==> config.mk <==
export PLATFORM = sky130hd
export DESIGN_NAME = row_range_filter
export DESIGN_NICKNAME = d
export VERILOG_FILES = /design/src/rtl/core/rrf_pkg.sv /design/src/rtl/core/rrf_slot_bank.sv /design/src/rtl/core/row_range_filter.sv
export SDC_FILE = /design/constraint.sdc
export NUM_CORES = 2
export LEC_CHECK = 0
export ABC_AREA = 1
export BUFFER_PORTS_ARGS = -buffer_cell sky130_fd_sc_hd__buf_2
export CAP_MARGIN = 20
export CORE_MARGIN = 2
export CORE_UTILIZATION = 55
export CTS_CLUSTER_DIAMETER = 200
export DETAILED_ROUTE_END_ITERATION = 10
export PLACE_DENSITY = 0.69
export SYNTH_ARGS = -nofsm -noshare
export SYNTH_HDL_FRONTEND = slang
export SYNTH_SLANG_ARGS = --single-unit
==> constraint.sdc <==
create_clock -name clk -period 9.95 [get_ports clk]
set_clock_uncertainty 0.1 [all_clocks]
set_input_delay 1.99 -clock clk [delete_from_list [all_inputs] [get_ports clk]]
set_output_delay 1.99 -clock clk [all_outputs]
set_load 0.02 [all_outputs]
==> src/rtl/core/rrf_pkg.sv <==
// Package: shared types, widths and float compare helpers for the row range filter.
`timescale 1ns / 1ps
package rrf_pkg;

  localparam int unsigned LimitSlots = 8;
  localparam int unsigned FloatW    = 32;
  localparam int unsigned SlotIdxW  = 3;
  localparam int unsigned ActiveW   = 4;
  localparam int unsigned OutRowW   = 40;
  localparam int unsigned CfgIdxW   = 1;
  localparam int unsigned CfgDataW  = 4;

  localparam logic [CfgIdxW-1:0] CFG_OR_MODE       = 1'd0;
  localparam logic [CfgIdxW-1:0] CFG_ACTIVE_LIMITS = 1'd1;

  localparam logic ACT_LOAD = 1'b0;
  localparam logic ACT_CELL = 1'b1;

  // Per-cell outcome gathered over all limit slots
  typedef struct packed {
    logic all_fail;   // some defined side failed
    logic any_pass;   // some matching slot held on every defined side
    logic free_pass;  // some slot in use has both sides unlimited
  } slot_hits_t;

  function automatic logic fp_is_nan(input logic [FloatW-1:0] a);
    fp_is_nan = (a[30:23] == 8'hff) && (a[22:0] != 23'd0);
  endfunction

  // Map to an unsigned key that orders like the float value
  function automatic logic [FloatW-1:0] fp_key(input logic [FloatW-1:0] a);
    fp_key = a[31] ? ~a : (a | 32'h8000_0000);
  endfunction

  // a < b with C semantics: false when either is NaN, +0 equals -0
  function automatic logic fp_lt(input logic [FloatW-1:0] a, input logic [FloatW-1:0] b);
    logic both_zero;
    both_zero = (a[30:0] == 31'd0) && (b[30:0] == 31'd0);
    fp_lt = !fp_is_nan(a) && !fp_is_nan(b) && !both_zero && (fp_key(a) < fp_key(b));
  endfunction

endpackage

==> src/rtl/core/rrf_slot_bank.sv <==
// Limit slot storage and parallel comparison of one cell against every slot.
`timescale 1ns / 1ps
module rrf_slot_bank #(
  parameter int unsigned COLUMN_BITS = 8
) (
  input  logic                          clk,
  input  logic                          load_en,
  input  logic [rrf_pkg::SlotIdxW-1:0]  load_slot,
  input  logic [COLUMN_BITS-1:0]        load_column,
  input  logic [rrf_pkg::FloatW-1:0]    load_low,
  input  logic [rrf_pkg::FloatW-1:0]    load_high,
  input  logic                          load_low_free,
  input  logic                          load_high_free,
  input  logic [rrf_pkg::ActiveW-1:0]   active_limits,
  input  logic                          cell_en,
  input  logic [rrf_pkg::FloatW-1:0]    cell_value,
  input  logic [COLUMN_BITS-1:0]        cell_column,
  output rrf_pkg::slot_hits_t           hits
);

  logic [COLUMN_BITS-1:0]     col_r      [rrf_pkg::LimitSlots];
  logic [rrf_pkg::FloatW-1:0] low_r      [rrf_pkg::LimitSlots];
  logic [rrf_pkg::FloatW-1:0] high_r     [rrf_pkg::LimitSlots];
  logic [rrf_pkg::LimitSlots-1:0] low_free_r;
  logic [rrf_pkg::LimitSlots-1:0] high_free_r;

  logic [rrf_pkg::LimitSlots-1:0] in_use;
  logic [rrf_pkg::LimitSlots-1:0] fail_v;
  logic [rrf_pkg::LimitSlots-1:0] pass_v;
  logic [rrf_pkg::LimitSlots-1:0] free_v;

  always_ff @(posedge clk) begin
    for (int s = 0; s < rrf_pkg::LimitSlots; s++) begin
      if (load_en && (32'(load_slot) == s)) begin
        col_r[s]       <= load_column;
        low_r[s]       <= load_low;
        high_r[s]      <= load_high;
        low_free_r[s]  <= load_low_free;
        high_free_r[s] <= load_high_free;
      end
    end
  end

  genvar k;
  generate
    for (k = 0; k < rrf_pkg::LimitSlots; k++) begin : g_slot
      logic match;
      logic below;
      logic above;
      logic nan_cell;

      assign in_use[k] = 32'(active_limits) > k;
      assign match     = cell_en && in_use[k] && (col_r[k] == cell_column);
      assign nan_cell  = rrf_pkg::fp_is_nan(cell_value) || rrf_pkg::fp_is_nan(low_r[k]);
      assign below     = rrf_pkg::fp_lt(cell_value, low_r[k]);
      assign above     = rrf_pkg::fp_lt(high_r[k], cell_value);
      assign fail_v[k] = match && ((!low_free_r[k] && below) || (!high_free_r[k] && above));
      // v >= low and v <= high are false on any NaN operand
      assign pass_v[k] = match
                       && (low_free_r[k] || (!nan_cell && !below))
                       && (high_free_r[k] || (!rrf_pkg::fp_is_nan(cell_value)
                           && !rrf_pkg::fp_is_nan(high_r[k]) && !above));
      assign free_v[k] = in_use[k] && low_free_r[k] && high_free_r[k];
    end
  endgenerate

  assign hits.all_fail  = |fail_v;
  assign hits.any_pass  = |pass_v;
  assign hits.free_pass = |free_v;

endmodule

==> src/rtl/core/row_range_filter.sv <==
// Row range filter top level: input stage, limit bank, accumulators and result register.
`timescale 1ns / 1ps
// Takes one transaction per cycle: a limit load or one cell of a row. Each cell is
// registered, then compared combinationally against all limit slots, and on the last
// cell of a row the verdict and row number are written to the output register.
// The input keeps flowing while a result waits;
// it stalls only when a row end meets a still-occupied, stalled output register.
// Configuration writes are expected only while the block is idle.
module row_range_filter #(
  parameter int unsigned COLUMN_BITS = 8,
  parameter int unsigned ROW_BITS    = 40
) (
  input  logic                          clk,
  input  logic                          rst_n,
  input  logic                          cfg_we,
  input  logic [rrf_pkg::CfgIdxW-1:0]   cfg_index,
  input  logic [rrf_pkg::CfgDataW-1:0]  cfg_wdata,
  input  logic                          in_valid,
  output logic                          in_stall,
  input  logic                          in_action,
  input  logic [rrf_pkg::SlotIdxW-1:0]  in_limit_slot,
  input  logic [COLUMN_BITS-1:0]        in_limit_column,
  input  logic [rrf_pkg::FloatW-1:0]    in_limit_low,
  input  logic [rrf_pkg::FloatW-1:0]    in_limit_high,
  input  logic                          in_low_unlimited,
  input  logic                          in_high_unlimited,
  input  logic [rrf_pkg::FloatW-1:0]    in_cell_value,
  input  logic [COLUMN_BITS-1:0]        in_cell_column,
  input  logic                          in_row_end,
  output logic                          out_valid,
  input  logic                          out_stall,
  output logic                          out_row_selected,
  output logic [rrf_pkg::OutRowW-1:0]   out_row_number
);

  logic                          or_mode_r;
  logic [rrf_pkg::ActiveW-1:0]   active_r;

  logic                          s1_valid_r, s1_valid_nxt;
  logic                          s1_action_r;
  logic [rrf_pkg::SlotIdxW-1:0]  s1_slot_r;
  logic [COLUMN_BITS-1:0]        s1_lcol_r;
  logic [rrf_pkg::FloatW-1:0]    s1_low_r;
  logic [rrf_pkg::FloatW-1:0]    s1_high_r;
  logic                          s1_lfree_r;
  logic                          s1_hfree_r;
  logic [rrf_pkg::FloatW-1:0]    s1_value_r;
  logic [COLUMN_BITS-1:0]        s1_ccol_r;
  logic                          s1_row_end_r;

  logic                          all_r, all_nxt;
  logic                          any_r, any_nxt;
  logic [ROW_BITS-1:0]           row_cnt_r;
  logic                          out_valid_r, out_valid_nxt;
  logic                          out_sel_r;
  logic [rrf_pkg::OutRowW-1:0]   out_row_r;

  logic                          in_accept;
  logic                          s1_row_out;
  logic                          s1_fire;
  rrf_pkg::slot_hits_t           hits;

  assign s1_row_out = s1_action_r == rrf_pkg::ACT_CELL && s1_row_end_r;
  assign s1_fire    = s1_valid_r && !(s1_row_out && out_valid_r && out_stall);
  assign in_stall   = s1_valid_r && !s1_fire;
  assign in_accept  = in_valid && !in_stall;

  always_ff @(posedge clk) begin
    if (!rst_n) begin
      or_mode_r <= 1'b0;
      active_r  <= '0;
    end else if (cfg_we) begin
      case (cfg_index)
        rrf_pkg::CFG_OR_MODE:       or_mode_r <= cfg_wdata[0];
        rrf_pkg::CFG_ACTIVE_LIMITS: active_r  <= cfg_wdata;
        default: ;
      endcase
    end
  end

  always_comb begin
    s1_valid_nxt = s1_valid_r;
    if (in_accept) begin
      s1_valid_nxt = 1'b1;
    end else if (s1_fire) begin
      s1_valid_nxt = 1'b0;
    end
  end

  always_ff @(posedge clk) begin
    if (!rst_n) begin
      s1_valid_r <= 1'b0;
    end else begin
      s1_valid_r <= s1_valid_nxt;
    end
  end

  always_ff @(posedge clk) begin
    if (in_accept) begin
      s1_action_r  <= in_action;
      s1_slot_r    <= in_limit_slot;
      s1_lcol_r    <= in_limit_column;
      s1_low_r     <= in_limit_low;
      s1_high_r    <= in_limit_high;
      s1_lfree_r   <= in_low_unlimited;
      s1_hfree_r   <= in_high_unlimited;
      s1_value_r   <= in_cell_value;
      s1_ccol_r    <= in_cell_column;
      s1_row_end_r <= in_row_end;
    end
  end

  rrf_slot_bank #(
    .COLUMN_BITS (COLUMN_BITS)
  ) u_bank (
    .clk            (clk),
    .load_en        (s1_fire && s1_action_r == rrf_pkg::ACT_LOAD),
    .load_slot      (s1_slot_r),
    .load_column    (s1_lcol_r),
    .load_low       (s1_low_r),
    .load_high      (s1_high_r),
    .load_low_free  (s1_lfree_r),
    .load_high_free (s1_hfree_r),
    .active_limits  (active_r),
    .cell_en        (s1_fire && s1_action_r == rrf_pkg::ACT_CELL),
    .cell_value     (s1_value_r),
    .cell_column    (s1_ccol_r),
    .hits           (hits)
  );

  assign all_nxt = all_r && !hits.all_fail;
  assign any_nxt = any_r || hits.any_pass;

  always_comb begin
    out_valid_nxt = out_valid_r;
    if (s1_fire && s1_row_out) begin
      out_valid_nxt = 1'b1;
    end else if (out_valid_r && !out_stall) begin
      out_valid_nxt = 1'b0;
    end
  end

  always_ff @(posedge clk) begin
    if (!rst_n) begin
      all_r       <= 1'b1;
      any_r       <= 1'b0;
      row_cnt_r   <= '0;
      out_valid_r <= 1'b0;
    end else begin
      out_valid_r <= out_valid_nxt;
      if (s1_fire && s1_action_r == rrf_pkg::ACT_CELL) begin
        if (s1_row_end_r) begin
          // restart the accumulators for the next row
          all_r     <= 1'b1;
          any_r     <= 1'b0;
          row_cnt_r <= row_cnt_r + ROW_BITS'(1);
        end else begin
          all_r <= all_nxt;
          any_r <= any_nxt;
        end
      end
    end
  end

  always_ff @(posedge clk) begin
    if (s1_fire && s1_row_out) begin
      out_sel_r <= or_mode_r ? (any_nxt || hits.free_pass) : all_nxt;
      out_row_r <= rrf_pkg::OutRowW'(64'(row_cnt_r));
    end
  end

  assign out_valid        = out_valid_r;
  assign out_row_selected = out_sel_r;
  assign out_row_number   = out_row_r;

  a_stall_needs_full_out: assert property (@(posedge clk) disable iff (!rst_n)
    in_stall |-> (out_valid_r && s1_row_out))
    else $error("input stalled without a waiting result");

  a_row_end_gives_result: assert property (@(posedge clk) disable iff (!rst_n)
    (s1_fire && s1_row_out) |=> out_valid_r)
    else $error("row end did not produce a result");

  a_result_held: assert property (@(posedge clk) disable iff (!rst_n)
    (out_valid_r && out_stall) |=> (out_valid_r && $stable(out_row_r)))
    else $error("stalled result lost or changed");

  a_counter_steps: assert property (@(posedge clk) disable iff (!rst_n)
    (s1_fire && s1_row_out) |=> (row_cnt_r == $past(row_cnt_r) + ROW_BITS'(1)))
    else $error("row counter did not advance");

endmodule

# [Word-level counts from Yosys, hierarchy flattened]
# Memories as Yosys holds them, arrays and structs flattened.
# Cells that the tools add are included.
[word_totals] in_bits=129 ram_bits=576 n_memories=3 out_inout_bits=43 reg_bits=225
[mem_list] memory="u_bank.high_r" depth=8 width=32 read_ports=8 rd_ports_with_merged_regs=0 wr=1 line_no="rrf_slot_bank.sv:23" text="logic [rrf_pkg::FloatW-1:0] high_r [rrf_pkg::LimitSlots];"
[mem_list] memory="u_bank.low_r" depth=8 width=32 read_ports=8 rd_ports_with_merged_regs=0 wr=1 line_no="rrf_slot_bank.sv:22" text="logic [rrf_pkg::FloatW-1:0] low_r [rrf_pkg::LimitSlots];"
[mem_list] memory="u_bank.col_r" depth=8 width=8 read_ports=8 rd_ports_with_merged_regs=0 wr=1 line_no="rrf_slot_bank.sv:21" text="logic [COLUMN_BITS-1:0] col_r [rrf_pkg::LimitSlots];"
[op_classes] addsub=1 mux=103 magnitude_cmp=24 bitwise_logic=19 n_eq_ne=32 n_reduce_logical=364
[op_table] op="2-to-1 mux 32 bit" n=31
[op_table] op="NOT 32 bit" n=17
[op_table] op="logical NOT 31 bit" n=17
[op_table] op="less-than comparator 32 bit" n=16
[op_table] op="OR reduction 32 bit" n=14
[op_table] op="nonzero test 23 bit" n=17
[op_table] op="logical AND 1 bit" n=188
[op_table] op="== test 8 bit, second input constant" n=17
[op_table] op="OR reduction 8 bit" n=10
[op_table] op="logical NOT 1 bit" n=78
[op_table] op="== test 8 bit" n=8
[op_table] op="2-to-1 mux 3 bit" n=21
[op_table] op="2-to-1 mux 8 bit" n=7
[op_table] op="2-to-1 mux 1 bit" n=44
[op_table] op="adder 40 x 1 -> 40 bit, second input constant" n=1
[op_table] op="logical OR 1 bit" n=34
[op_table] op="> comparator 4 x 3 -> 1 bit, second input constant" n=4
[op_table] op="== test 3 bit, second input constant" n=4
[op_table] op="> comparator 4 x 1 -> 1 bit, second input constant" n=2
[op_table] op="> comparator 4 x 2 -> 1 bit, second input constant" n=2
[op_table] op="== test 3 x 2 -> 1 bit, second input constant" n=2
[op_table] op="AND reduction 2 bit" n=3
[op_table] op="nonzero test 2 bit" n=2
[op_table] op="== test 3 x 1 -> 1 bit, second input constant" n=1
[op_table] op="2 further kinds" n=3

# [Logic depth before layout (Yosys ltp)]
[depth] ltp_word=17 mapped_depth=24

# [By module]
# A second synthesis with hierarchy kept.
[hier_totals] cells_unflattened=4406 hier_area_um2=45658.8
[by_module_without_submodules] module="rrf_slot_bank" seq_area_each_um2=17777.0 n_inst=1 area_per_inst_um2=38212.9 cells_per_inst=3838
[by_module_without_submodules] module="row_range_filter" seq_area_each_um2=5785.5 n_inst=1 area_per_inst_um2=7445.9 cells_per_inst=568

# [Worst setup path after synthesis]
# No wires, ideal clock.
[synth_path] path_kind="input to register" start="input port out_stall" end="register s1_action_r, enable pin" arrival_time_ps=7243 required_ps=9251 slack_ps=2008 path_stages=5 setup_ps=599 n_path_buf=0 cell_sequence="nand2_1 -> inv_1 -> nand2_2 -> nor2_1 -> nor2_1"
[synth_via] elab_chain_cells=7
[synth_rtl] item="from (decl)" line_no="row_range_filter.sv:31" text="input logic out_stall,"
[synth_rtl] item="logical AND 1 bit" line_no="row_range_filter.sv:64" text="assign s1_fire = s1_valid_r && !(s1_row_out && out_valid_r && out_stall);"
[synth_rtl] item="logical NOT 1 bit" line_no="row_range_filter.sv:64"
[synth_rtl] item="logical AND 1 bit" line_no="row_range_filter.sv:64"
[synth_rtl] item="logical NOT 1 bit" line_no="row_range_filter.sv:65" text="assign in_stall = s1_valid_r && !s1_fire;"
[synth_rtl] item="logical AND 1 bit" line_no="row_range_filter.sv:65"
[synth_rtl] item="via in_stall" line_no="row_range_filter.sv:19" text="output logic in_stall,"
[synth_rtl] item="logical NOT 1 bit" line_no="row_range_filter.sv:66" text="assign in_accept = in_valid && !in_stall;"
[synth_rtl] item="logical AND 1 bit" line_no="row_range_filter.sv:66"
[synth_rtl] item="via in_accept" line_no="row_range_filter.sv:58" text="logic in_accept;"
[synth_rtl] item="to (signal assigned)" line_no="row_range_filter.sv:100" text="s1_action_r <= in_action;"
[synth_rtl] item="to (decl)" line_no="row_range_filter.sv:40" text="logic s1_action_r;"
# The timed path passes the listed nets, and every way through them passes these cells.
# A chain may end at the register's enable or synchronous reset.

# [Worst setup path after layout]
[layout_path] start="input port out_stall" end="output port in_stall"
[layout_via] elab_chain_cells=5
[layout_rtl] item="logical AND 1 bit" line_no="row_range_filter.sv:64"
[layout_rtl] item="logical NOT 1 bit" line_no="row_range_filter.sv:64"
[layout_rtl] item="logical AND 1 bit" line_no="row_range_filter.sv:64"
[layout_rtl] item="logical NOT 1 bit" line_no="row_range_filter.sv:65"
[layout_rtl] item="logical AND 1 bit" line_no="row_range_filter.sv:65"
[layout_rtl] item="to (decl)" line_no="row_range_filter.sv:19"
# Every way passes these cells.

==> metrics.md <==
| Metric | Value |
|---|---|
| Outcome | `finished, final reports clean` |
| RSZ-0062 raised after global routing | `false` |
| Worst-path clk slew | `0.06 ns` |
| Slowest cell on the critical path | `nor2_1` |
| Initial core utilization | `~56%` |
| CTS HTree Levels | `3` |
| Switch Pwr | `0.00191 W` |
| Sequential share of power | `about half` |
| CP Cell Sequence | `buf_2, nand2_1, inv_1, nand2_2, nor2_1, buf_2` |
| Detail Route Antenna Nets | `0` |
| Clock tree root buffer cell | `clkbuf_16` |
| Final Setup Violations | `0` |
| Internal | `0.00598 W` |
| Combinational cell fraction of total power | `9.2%` |
| Post-CTS sizing | `0` |
| Initial drt markers | `2143` |
| Avg Inst Size Synth | `about 11 sq um` |
| Number of synthesized flops with an enable pin | `752` |
| DR WL/cell | `between 20 and 25 microns` |
| Post-synthesis sequential area ratio | `52.6%` |
| Final HPWL DP | `~80000 microns` |
| Port Buffer Count | `171` |
| Switching Share | `about a quarter` |
| Clock sink count | `801` |
| CP delay by family, top | `buffers and inverters` |
| Net count, final | `5009` |
| Power per cell area | `roughly 160 nW/um^2` |
| Peak VDD IR | `0.150 mV` |
| DR pass1 iterations | `6` |
| Fin cells | `approximately 5.5k` |
| Die width | `~290 microns` |
| Drc violations | `0` |
| Share of cells above drive strength 1 | `9.37%` |
| Setup CP Type | `input pin to primary output` |
| Worst EP arrival | `approximately 2.7 ns` |
| CTS tree | `built` |
| IO Count | `172` |
| Clk_lat worst skew | `about 0.66 ns` |
| Worst setup EP type | `primary output` |
| Vias in the first global route | `30.3k` |
| Largest net degree at the start of global routing | `75` |
| Max Slew Vio Count | `0` |
| Die area | `~84000 sq um` |
| First-pass GRT wire length | `~170000 microns` |
| Crit path largest cell delay | `0.24 ns` |
| Total global-route track usage | `26.8%` |
| Unique masters post-synth | `52` |
| Placed cells | `~5.4k` |
| Hold Path Class | `flip-flop to flip-flop` |
| Syn_nets | `around 4.8k` |
| Row Count | `104` |
| Max cap viols | `0` |
| WP buf/inv | `3` |
| Synth Instances | `4166` |
| Synth Warn # | `0` |
| GR Overflow Total | `0` |
| Asr flop ratio synth | `0%` |
| Die Y | `289 microns` |
| Initial antenna violation count | `3` |
| WL final | `between 100000 and 150000 microns` |
| Clk network pwr share | `about 42%` |
| Crit path max fanout | `3` |
| CP Launch Type | `input pin` |
| Post-CTS Setup Inserts | `0` |
| Worst Path Required | `7.86 ns` |
| Vias per cell | `between 5 and 6` |
| Min Tclk post-route | `4.79 ns` |
| Static leakage power | `just under 20 nW` |
| CTS Buf Count | `88` |
| Area growth from synthesis to layout | `11.9%` |
| #FFs+latches synth | `801` |
| Routed vias | `a little over 30k` |
| Fin. Hold Viols | `0` |
| Post-synth top flop | `edfxtp_1` |
| Period Utilization, post-route | `between 40 and 50%` |
| Slew headroom | `around 24%` |
| Cts hold-fix bufs | `0` |
| Crit path top cell by count | `buf_2` |
| Fmax | `about 210 MHz` |
| Setup TNS | `0 ns` |
| Gpl congestion | `0.936` |
| Core area | `80500 sq um` |
| Clock Tree Buf Depth | `3` |
| Synth Cell Area | `44800 sq um` |
| Slew @ Worst Pin | `1.14 ns` |
-- power by group through the flow --
| stage | sequential, W | combinational [W] | clock (W) |
|---|---|---|---|
| 4_1_cts | 0.00383 | 0.000724 | 0.00339 |
| 2_1_floorplan | 0.00385 | 0.000478 | 0 |
| 6_report | 0.00383 | 0.000727 | 0.00334 |
| 3_5_place_dp | 0.00390 | 0.000717 | 0 |
| 5_1_grt | 0.00383 | 0.000832 | 0.00352 |
| 3_3_place_gp | 0.00389 | 0.000692 | 0 |
-- cells by family (layout without fill, tap and decap cells) --
logic type | count (synthesis) | in the layout | synth area share, %
xor+xnor | 544 | 544 | 10.6
simple gates | 1551 | 1551 | 15.0
other cells | 0 | 2 | 0
fa+ha+maj | 481 | 481 | 13.4
flops | 801 | 801 | 52.6
compound gates | 426 | 426 | 5.29
buf+inv | 363 | 669 | 3.13
-- cell usage in the layout (no fill, tap or decap), types with 16 or more instances in the layout --
cell	instances
nand3b_1	18
nor2_1	431
o21a_1	16
ha_1	481
a211oi_1	22
nand3_1	89
buf_2	171
nand4_1	114
edfxtp_1	752
clkinv_1	18
buf_4	57
nor3_1	74
clkbuf_16	90
nand2_1	720
o21ai_0	95
nor4_1	49
xor2_1	252
xnor2_1	290
a21oi_1	241
dfxtp_1	49
inv_1	275
-- worst reg2reg max path, stage by stage (launching register included) --
cell and delay (ns):
edfxtp_1 0.33, buf_4 0.59, xor2_1 0.94, inv_1 0.48, ha_1 0.47, a21oi_1 0.14, o21ai_0 0.11, o21ba_2 0.22
nor3_1 0.18, nand2_1 0.15, nand2_1 0.14, o21ai_0 0.09, nor2_1 0.12, nand3_1 0.09, nand2_1 0.08, inv_1 0.03
-- state kept, by name, indices dropped and copies added (netlist names), 3 cells and up --
register,cells
s1_ccol_r,8
u_bank.high_r,256
s1_slot_r,3
u_bank.col_r,64
s1_lcol_r,8
s1_value_r,32
u_bank.low_r,256
u_bank.low_free_r,8
s1_low_r,32
row_cnt_r,40
out_row_number,40
s1_high_r,32
u_bank.high_free_r,8
active_r,4
-- path summary, 6_finish.rpt --
kind             startpoint                  to  slack (ns)  cells after the start
min           row_cnt_r[36]  out_row_number[36]        0.36                      0
min reg2reg   row_cnt_r[36]  out_row_number[36]        0.36                      0
max               out_stall            in_stall        5.16                      6
max reg2reg  s1_value_r[31]    out_row_selected        5.45                     15
-- area by class of cell --
cell class | instances | area (sq um)
tap | 1060 | 1330
antenna | 2 | 5.00
clock inverter | 57 | 629
timing repair buffer | 229 | 1290
clock buffer | 106 | 2340
sequential | 801 | 23600
multi-input combinational | 3002 | 19900
inverter | 277 | 1040
fill | 6434 | 30400
-- metal layers --
layer  global-route usage (%)  part of all wire (%)
met5                        0                     0
met4                     9.56                   3.4
met1                     35.2                    42
met2                     46.0                    49
met3                     2.86                   6.0
-- cells in the mapped netlist (4+ instances only) --
master,n,area (sq um)
clkbuf_1,24,90.1
nand3_2,4,40.0
a31oi_1,14,87.6
o21a_1,16,120
nor2_2,6,37.5
or2_2,14,87.6
edfxtp_1,752,22600
nand4_1,114,713
buf_1,36,135
nor2_1,440,1650
inv_1,275,1030
o21ai_0,95,475
nand3b_1,18,135
buf_2,22,110
xnor2_1,292,2560
ha_1,481,6020
a21oi_1,241,1210
buf_4,4,30.0
dfxtp_1,49,981
nand2_1,720,2700
a211oi_1,22,165
nand3_1,89,445
a211o_1,5,43.8
nor3_1,74,370
xor2_1,252,2210
nand2_2,7,43.8
o21bai_1,9,67.6
nor4_1,49,307
-- through the flow --
| stage | util [%] | total power, W | area, sq um | hold slack (ns) | worst slack (ns) |
|---|---|---|---|---|---|
| floorplan | - | 0.00433 | 44800 | 0.330 | 2.01 |
| global placement | 58.5 | 0.00459 | 47100 | 0.337 | 5.15 |
| detailed placement | 58.5 | 0.00461 | 47100 | 0.345 | 5.14 |
| CTS | 62.2 | 0.00794 | 50100 | 0.364 | 5.15 |
| global route | 62.2 | 0.00818 | 50100 | 0.379 | 5.05 |
| finish | 62.2 | 0.00789 | 50100 | 0.363 | 5.16 |
Note: power is estimated with default switching activity, not from simulation.
